### config.mk
export PLATFORM = sky130hd
export DESIGN_NAME = button_click_hold_detector_core
export DESIGN_NICKNAME = d
export VERILOG_FILES = /design/src/rtl/bchd_pkg.sv /design/src/rtl/button_click_hold_detector_core.sv
export VERILOG_INCLUDE_DIRS = /design/src /design/src/rtl
export SDC_FILE = /design/constraint.sdc
export NUM_CORES = 2
export LEC_CHECK = 0
export BUFFER_PORTS_ARGS = -buffer_cell sky130_fd_sc_hd__buf_2
export CAP_MARGIN = 20
export CELL_PAD_IN_SITES_DETAIL_PLACEMENT = 0
export CELL_PAD_IN_SITES_GLOBAL_PLACEMENT = 1
export CORE_MARGIN = 3
export CORE_UTILIZATION = 45
export CTS_BUF_LIST = sky130_fd_sc_hd__clkbuf_8
export DETAILED_ROUTE_END_ITERATION = 8
export PLACE_DENSITY_LB_ADDON = 0.1
export SYNTH_ARGS = -nofsm -noshare
export SYNTH_HDL_FRONTEND = slang
export SYNTH_SLANG_ARGS = --single-unit
### constraint.sdc
create_clock -name aclk -period 6.8 [get_ports aclk]
set_input_delay 2.04 -clock aclk [delete_from_list [all_inputs] [get_ports aclk]]
set_output_delay 2.04 -clock aclk [all_outputs]
set_load 0.02 [all_outputs]
### src/rtl/button_click_hold_detector_core_macros.svh
// Assertion macros shared by the click and hold detector RTL.
`ifndef BUTTON_CLICK_HOLD_DETECTOR_CORE_MACROS_SVH
`define BUTTON_CLICK_HOLD_DETECTOR_CORE_MACROS_SVH

`ifndef ASSERT_OFF

// Check that an expression holds at every clock edge out of reset.
`define BCHD_ASSERT_ALWAYS(label, clk, rst_n, expr) \
    label: assert property (@(posedge clk) disable iff (!(rst_n)) (expr)) \
        else $error("assertion failed: invariant");

// Check that the consequent holds in the same cycle as the antecedent.
`define BCHD_ASSERT_SAME(label, clk, rst_n, ante, cons) \
    label: assert property (@(posedge clk) disable iff (!(rst_n)) (ante) |-> (cons)) \
        else $error("assertion failed: same-cycle implication");

// Check that the consequent holds in the cycle after the antecedent.
`define BCHD_ASSERT_NEXT(label, clk, rst_n, ante, cons) \
    label: assert property (@(posedge clk) disable iff (!(rst_n)) (ante) |=> (cons)) \
        else $error("assertion failed: next-cycle implication");

`else

`define BCHD_ASSERT_ALWAYS(label, clk, rst_n, expr)
`define BCHD_ASSERT_SAME(label, clk, rst_n, ante, cons)
`define BCHD_ASSERT_NEXT(label, clk, rst_n, ante, cons)

`endif

`endif

### src/rtl/bchd_pkg.sv
// Types and constants of the button click and hold detector.
package bchd_pkg;

    localparam int CODE_W   = 16;
    localparam int TIME_W   = 32;
    localparam int HOLD_W   = 16;
    localparam int IDX_W    = 4;
    localparam int MASK_W   = 12;
    localparam int CFG_IDX_W  = 8;
    localparam int CFG_DATA_W = 64;

    localparam logic [HOLD_W-1:0] HOLD_RESET_MS = 16'd500;

    // Item kinds
    localparam logic KIND_SAMPLE = 1'b0;
    localparam logic KIND_QUERY  = 1'b1;

    // Configuration register indexes
    typedef enum logic [CFG_IDX_W-1:0] {
        CFG_HOLD_TIME   = 8'd0,
        CFG_DPAD_CODES  = 8'd1,
        CFG_BTN_LOW     = 8'd2,
        CFG_BTN_HIGH    = 8'd3
    } cfg_reg_t;

endpackage

### src/rtl/button_click_hold_detector_core.sv
// Top level of the button click and hold detector.
//
//  channel | direction | handshake           | payload
//  --------+-----------+---------------------+------------------------------------------
//  s_      | in        | s_valid / s_ready   | kind, connected, dpad/button code, now_ms, slot
//  m_      | out       | m_valid / m_ready   | click, hold_mask, pressed_mask
//  cfg_    | in        | cfg_valid/cfg_ready | cfg_index, cfg_wdata
//
//  One item per cycle sustained while results are taken; an accepted item passes the
//  input register, then slot compare and timer logic into the result register.
//  The slot state updates when an item moves from the input to the result register.
//  Reset (aresetn low, synchronous) clears flags, press times and both stages and
//  loads the hold time with 500 ms; slot codes reset to zero.
//  A stalled result holds the pipe; s_ready stays high while the input stage can drain.
module button_click_hold_detector_core #(
    parameter int DPAD_SLOTS   = 4,
    parameter int BUTTON_SLOTS = 8
) (
    input  logic                            aclk,
    input  logic                            aresetn,

    input  logic                            s_valid,
    output logic                            s_ready,
    input  logic                            s_kind,
    input  logic                            s_connected,
    input  logic [bchd_pkg::CODE_W-1:0]     s_dpad_code,
    input  logic [bchd_pkg::CODE_W-1:0]     s_button_code,
    input  logic [bchd_pkg::TIME_W-1:0]     s_now_ms,
    input  logic [bchd_pkg::IDX_W-1:0]      s_slot_index,

    output logic                            m_valid,
    input  logic                            m_ready,
    output logic                            m_click,
    output logic [bchd_pkg::MASK_W-1:0]     m_hold_mask,
    output logic [bchd_pkg::MASK_W-1:0]     m_pressed_mask,

    input  logic                            cfg_valid,
    output logic                            cfg_ready,
    input  logic [bchd_pkg::CFG_IDX_W-1:0]  cfg_index,
    input  logic [bchd_pkg::CFG_DATA_W-1:0] cfg_wdata
);
    import bchd_pkg::*;

`include "button_click_hold_detector_core_macros.svh"

    localparam int TOTAL_SLOTS = DPAD_SLOTS + BUTTON_SLOTS;

    // Configuration registers
    logic [HOLD_W-1:0]     hold_time_reg;
    logic [CFG_DATA_W-1:0] dpad_codes_reg;
    logic [CFG_DATA_W-1:0] btn_low_reg;
    logic [CFG_DATA_W-1:0] btn_high_reg;

    // Input stage
    logic                  in_vld_reg;
    logic                  in_kind_reg;
    logic                  in_conn_reg;
    logic [CODE_W-1:0]     in_dpad_reg;
    logic [CODE_W-1:0]     in_button_reg;
    logic [TIME_W-1:0]     in_now_reg;
    logic [IDX_W-1:0]      in_idx_reg;

    // Slot state
    logic [TOTAL_SLOTS-1:0] pressed_reg, pressed_next;
    logic [TOTAL_SLOTS-1:0] click_reg, click_next;
    logic [TOTAL_SLOTS-1:0] held_reg, held_next;
    logic [TIME_W-1:0]      press_time_reg  [TOTAL_SLOTS];
    logic [TIME_W-1:0]      press_time_next [TOTAL_SLOTS];

    // Result stage
    logic                   m_valid_reg;
    logic                   m_click_reg, m_click_next;
    logic [MASK_W-1:0]      m_hold_reg, m_pressed_reg;

    // Per-slot evaluation of a sample
    logic [CODE_W-1:0]      slot_code [TOTAL_SLOTS];
    logic [TOTAL_SLOTS-1:0] match_vec;
    logic [TOTAL_SLOTS-1:0] press_vec;
    logic [TOTAL_SLOTS-1:0] release_vec;
    logic [TOTAL_SLOTS-1:0] hold_hit_vec;
    logic [TIME_W-1:0]      base_time [TOTAL_SLOTS];
    logic [TOTAL_SLOTS-1:0] query_sel;

    logic advance;
    logic commit;

    logic [TOTAL_SLOTS+MASK_W-1:0] held_pad;
    logic [TOTAL_SLOTS+MASK_W-1:0] pressed_pad;

    // Handshake: result stage frees when empty or taken
    assign advance   = !m_valid_reg || m_ready;
    assign commit    = in_vld_reg && advance;
    assign s_ready   = !in_vld_reg || advance;
    assign cfg_ready = 1'b1;

    // Configuration writes
    always_ff @(posedge aclk) begin
        if (!aresetn) begin
            hold_time_reg  <= HOLD_RESET_MS;
            dpad_codes_reg <= '0;
            btn_low_reg    <= '0;
            btn_high_reg   <= '0;
        end else if (cfg_valid && cfg_ready) begin
            case (cfg_reg_t'(cfg_index))
                CFG_HOLD_TIME:  hold_time_reg  <= cfg_wdata[HOLD_W-1:0];
                CFG_DPAD_CODES: dpad_codes_reg <= cfg_wdata;
                CFG_BTN_LOW:    btn_low_reg    <= cfg_wdata;
                CFG_BTN_HIGH:   btn_high_reg   <= cfg_wdata;
                default: ;
            endcase
        end
    end

    // Capture an accepted item in the input stage
    always_ff @(posedge aclk) begin
        if (!aresetn) begin
            in_vld_reg <= 1'b0;
        end else if (s_ready) begin
            in_vld_reg <= s_valid;
        end
    end

    always_ff @(posedge aclk) begin
        if (s_valid && s_ready) begin
            in_kind_reg   <= s_kind;
            in_conn_reg   <= s_connected;
            in_dpad_reg   <= s_dpad_code;
            in_button_reg <= s_button_code;
            in_now_reg    <= s_now_ms;
            in_idx_reg    <= s_slot_index;
        end
    end

    // Slot codes, compares and hold timers
    for (genvar g = 0; g < TOTAL_SLOTS; g++) begin : g_slot
        if (g < DPAD_SLOTS) begin : g_dpad
            if (g < 4) begin : g_reg
                assign slot_code[g] = dpad_codes_reg[CODE_W*g +: CODE_W];
            end else begin : g_zero
                assign slot_code[g] = '0;
            end
            assign match_vec[g] = (in_dpad_reg == slot_code[g]);
        end else begin : g_btn
            if (g - DPAD_SLOTS < 4) begin : g_low
                assign slot_code[g] = btn_low_reg[CODE_W*(g-DPAD_SLOTS) +: CODE_W];
            end else if (g - DPAD_SLOTS < 8) begin : g_high
                assign slot_code[g] = btn_high_reg[CODE_W*(g-DPAD_SLOTS-4) +: CODE_W];
            end else begin : g_zero
                assign slot_code[g] = '0;
            end
            assign match_vec[g] = (in_button_reg == slot_code[g]);
        end

        assign press_vec[g]    = match_vec[g] && !pressed_reg[g];
        assign release_vec[g]  = !match_vec[g] && pressed_reg[g];
        assign base_time[g]    = press_vec[g] ? in_now_reg : press_time_reg[g];
        assign hold_hit_vec[g] = match_vec[g] && !held_reg[g] &&
                                 ((in_now_reg - base_time[g]) >=
                                  {{(TIME_W-HOLD_W){1'b0}}, hold_time_reg});
        assign query_sel[g]    = ({{(32-IDX_W){1'b0}}, in_idx_reg} == 32'(g));
    end

    // Next slot state and click result
    always_comb begin
        pressed_next    = pressed_reg;
        click_next      = click_reg;
        held_next       = held_reg;
        press_time_next = press_time_reg;
        m_click_next    = 1'b0;
        if (in_kind_reg == KIND_QUERY) begin
            m_click_next = |(click_reg & query_sel);
            click_next   = click_reg & ~query_sel;
        end else if (in_conn_reg) begin
            pressed_next = (pressed_reg | press_vec) & ~release_vec;
            click_next   = (click_reg | press_vec) & ~release_vec;
            held_next    = (held_reg & ~release_vec) | hold_hit_vec;
            for (int s = 0; s < TOTAL_SLOTS; s++) begin
                press_time_next[s] = hold_hit_vec[s] ? in_now_reg : base_time[s];
            end
        end
    end

    // Update slot state as an item moves to the result stage
    always_ff @(posedge aclk) begin
        if (!aresetn) begin
            pressed_reg <= '0;
            click_reg   <= '0;
            held_reg    <= '0;
            for (int s = 0; s < TOTAL_SLOTS; s++) begin
                press_time_reg[s] <= '0;
            end
        end else if (commit) begin
            pressed_reg    <= pressed_next;
            click_reg      <= click_next;
            held_reg       <= held_next;
            press_time_reg <= press_time_next;
        end
    end

    // Trim or pad the flags to the mask width
    assign held_pad    = {{MASK_W{1'b0}}, held_next};
    assign pressed_pad = {{MASK_W{1'b0}}, pressed_next};

    // Result stage
    always_ff @(posedge aclk) begin
        if (!aresetn) begin
            m_valid_reg <= 1'b0;
        end else if (advance) begin
            m_valid_reg <= in_vld_reg;
        end
    end

    always_ff @(posedge aclk) begin
        if (commit) begin
            m_click_reg   <= m_click_next;
            m_hold_reg    <= held_pad[MASK_W-1:0];
            m_pressed_reg <= pressed_pad[MASK_W-1:0];
        end
    end

    assign m_valid        = m_valid_reg;
    assign m_click        = m_click_reg;
    assign m_hold_mask    = m_hold_reg;
    assign m_pressed_mask = m_pressed_reg;

    // Held and click latches only live on pressed slots
    `BCHD_ASSERT_ALWAYS(a_held_in_pressed, aclk, aresetn, (held_reg & ~pressed_reg) == '0)
    `BCHD_ASSERT_ALWAYS(a_click_in_pressed, aclk, aresetn, (click_reg & ~pressed_reg) == '0)
    // Slot state moves only when an item commits
    `BCHD_ASSERT_NEXT(a_state_quiet, aclk, aresetn, !commit,
                      $stable(pressed_reg) && $stable(held_reg) && $stable(click_reg))
    // Input back-pressure only when both stages are full and the result waits
    `BCHD_ASSERT_SAME(a_ready_low_full, aclk, aresetn, !s_ready,
                      in_vld_reg && m_valid_reg && !m_ready)

endmodule
==> results.md <==
* Gpl congestion at between 0.9 and 1
* Final Non-Filler Cells at 10842
* Starting Density at 45.5%
* Hold Crit Class: reg -> reg
* Cts bufs inserted at 140
* Worst flop-to-flop path endpoint: press_time_reg[85]
* Die width at 385 µm
* GRT busiest layer: met2
* Clock transition at path regs at approximately 0.060 ns
* Max Slew Vio Count at 0
* DIE AREA at 0.148 mm²
* Via count at 67895
* Port Buffers at around 170
* Worst-Margin Slew at 1.34 ns
* Leading area contributor after synthesis: dfxtp_1
* All-Layer GR Usage at a little under two fifths
* Crit path to: press_time_reg[85]
* Maxcap violations at 0
* Skew-Pair Late Insertion Delay at 0.92 ns
* Post-synthesis cell count at 8293
* Synthesized area at 0.0647 mm²
* R2R cell count at 34
* F_max at 148 MHz
* R2R Setup Slk at 0.04 ns
* Fillers at between 10000 and 15000
* Crit share post-route at a little under 100%
* Synth Net Count at roughly 9000
* Pleak at 31.6 nW
* Asr flop ratio synth at 0%
* Largest net degree at the start of global routing at 194
* Setup crit end kind: register
* Die height at ~390 µm
* CP Launch Type: register
* Clock H-tree levels at 4
* Top cell type's share of synthesized area at about a fifth
* Worst-case clock buffer depth at 3
* FP Rows at 138
* # placed instances at 10476
* Area grow syn2layout at 19.1%
* Number of nets with antenna violations after routing at 0
* Initial antenna violation count at 17
* Syn Area/Cell at 7.80 µm²
* Final #Nets at 9425
* Count of final hold-check violations at 0
* CP required at ~7.6 ns
* Root buffer cell: clkbuf_8
* I/O pin count at 175
* Wire per inst at 27.7 µm
* Synth Register Bits at 725
* Total power at around 12 mW
* Pwr/cell area at 156 mW/mm²
* Top cells by area, synth: dfxtp_1 (20%), mux2i_1 (10%), ha_1 (8.6%), nand2_1 (7.7%), edfxtp_1 (4.4%)
* Met1 Usage GRT at between 50% and 60%
* Crit path launch: in_button_reg[5]
* Netlist cell types at 109
* Number of flops mapped to enable cells by yosys at 95
* Number of global-route vias before repair at 62238
* DRT Wirelength at 300 mm
* Top_reg_cell synth: dfxtp_1
* Worst clock skew at 0.0742 ns
* Post-route DRC at 0
* Worst path max stage delay at 0.47 ns
* Core Footprint at approximately 0.14 mm²
* Critical Path Fanout Max at 8
* Layout cell share with drive strength beyond 1 at about 17%
* Met2 Resource Use GR at 58.1%
* Setup violators final at 0
* Post-route setup slack at 0.0398 ns
* Syn. warnings at 0
* R2R Path Start: in_button_reg[5]
* Post-DP HPWL at 215 mm
* Met3 GRT Util at 6.96%
* Post-layout min period at 6.76 ns
* Grt total ovfl at 0
* First DRT Iteration DRCs at 6816
* Status: finished clean
* RSZ-0062 raised after global routing: yes
* First-pass GRT wire length at 422 mm
* Slowest CP cell: edfxtp_1
* DRT Pass-1 Iters at 6
* VDD IR max at 192 µV
* Share of the yosys chip area belonging to registers at between 20% and 30%
* Clock tree sinks at 725
* Slew headroom at 8.53%
* Via density per instance at 6.26
* Post-place setup slack at -0.475 ns
* Post-CTS Hold Fix Bufs at 0
* Crit Path Class: reg -> reg
* Worst EP arrival at 7.55 ns
* CTS tree: yes
* HP Start: press_time_reg[117]
* Max reg flops at ~380
[logic make-up (layout without fill, tap and decap cells)]
family / Yosys count / after routing / share of synthesized area, %
buffers and inverters: 692 / 1347 / 4.50
xor gates and xnor gates: 490 / 490 / 6.64
DFF: 725 / 725 / 23.9
adders and majority gates: 474 / 474 / 9.06
other: 1 / 5 / 0.00580
and+or+nand+nor: 2961 / 2961 / 21.8
AOI/OAI and AO/OA: 2278 / 2278 / 23.7
muxes: 672 / 672 / 10.4
[worst max-delay path: cells and delay by family (launching register included)]
| kind | cells | cell delay [ns] |
|---|---|---|
| AOI/OAI and AO/OA | 13 | 2.30 |
| and+or+nand+nor | 8 | 1.63 |
| buffers and inverters | 6 | 0.92 |
| adders and majority gates | 3 | 0.70 |
| DFF | 1 | 0.47 |
| muxes | 2 | 0.37 |
| xor gates and xnor gates | 2 | 0.27 |
[Yosys cell counts, types with 22 or more instances]
master,number
dfxtp_1,630
buf_1,24
o21a_1,66
o21ai_0,422
o221ai_1,26
o211ai_1,84
nor3_1,141
or3_1,49
nor3b_1,28
nand4_1,131
a21o_1,201
xor2_1,320
and3_1,75
a211oi_1,68
and2_1,35
nand2b_1,171
nand2_1,1318
or4_1,23
a2111oi_0,34
nor2b_1,201
o2111ai_1,48
ha_1,444
buf_2,58
inv_1,173
xnor2_1,170
a221oi_1,22
and4_1,24
a21oi_1,520
clkbuf_1,388
edfxtp_1,95
a311oi_1,23
o21bai_1,66
maj3_1,29
a31oi_1,98
o31ai_1,52
o311ai_0,23
o22ai_1,32
mux2i_1,658
nor4_1,103
nor2_1,420
a21boi_0,231
nand3_1,155
[repair_timing]
action,CTS,global route
gates resized for setup,72,297
cloned,6,22
endpoints found under the setup margin,298,407
setup buffers,21,63
pin swaps,19,192
[report_power, final]
part / internal (mW) / switching, mW
Combinational: 0.984 / 1.76
Clock: 2.54 / 2.28
Sequential: 4.38 / 0.0650
Total: 7.90 / 4.11
[worst min path at each step]
stage	to	slack, ns	cells past startpoint
2_1_floorplan	press_time_reg[108]	0.43	2
3_3_place_gp	press_time_reg[117]	0.44	2
3_5_place_dp	press_time_reg[382]	0.45	2
4_1_cts	press_time_reg[117]	0.46	2
5_1_grt	press_time_reg[123]	0.47	2
6_report	press_time_reg[117]	0.45	2
[cells in the final DEF, fill, tap and decap left out, drive strengths merged, types with 32 or more instances in the layout]
cell type | synthesis | layout
nand2 | 1319 | 1319
a21boi | 233 | 233
nand4 | 131 | 131
o21bai | 66 | 66
a31oi | 99 | 99
or3 | 49 | 49
and2 | 37 | 37
nor2b | 201 | 201
and3 | 75 | 75
nor2 | 421 | 421
a211oi | 69 | 69
clkbuf | 388 | 187
o31ai | 56 | 56
inv | 174 | 238
o21a | 66 | 66
nor3 | 141 | 141
nand3 | 155 | 155
o22ai | 32 | 32
buf | 123 | 889
mux2i | 658 | 658
nor4 | 103 | 103
dfxtp | 630 | 630
nand2b | 171 | 171
a21o | 201 | 201
a2111oi | 36 | 36
a21oi | 521 | 521
o21ai | 441 | 441
edfxtp | 95 | 95
o2111ai | 48 | 48
ha | 444 | 444
xor2 | 320 | 320
xnor2 | 170 | 170
o211ai | 84 | 84
[stage by stage]
step                utilization (%)  hold WS (ns)  cell area (µm²)  TNS [ns]
finish                         54.2         0.455            77000         0
global placement               50.0         0.441            71100    -57.33
floorplan                         -         0.434            64700         0
CTS                            52.7         0.456            74800    -0.108
detailed placement             50.1         0.446            71200    -56.15
global route                   54.2         0.473            77000    -34.90
[routing by layer]
layer,vias up,share of wire [%],wire length (µm)
met5,-,0.0073,22
met4,4,6.7,20000
met3,724,8.1,24300
met2,3038,43,128000
met1,32740,43,128000
li1,31389,-,-
[final cells by class]
cell class	instances	area [µm²]	share of cell area, %
clock buffers	168	2310	3.00
well taps	1890	2360	3.07
multi-input cells	6876	47900	62.2
inverters	181	679	0.883
clock inverters	88	717	0.931
flip-flops and latches	725	15500	20.1
diodes	4	10.0	0.0130
repair buffers	910	7550	9.81
Note: power is estimated with default switching activity, not from simulation.
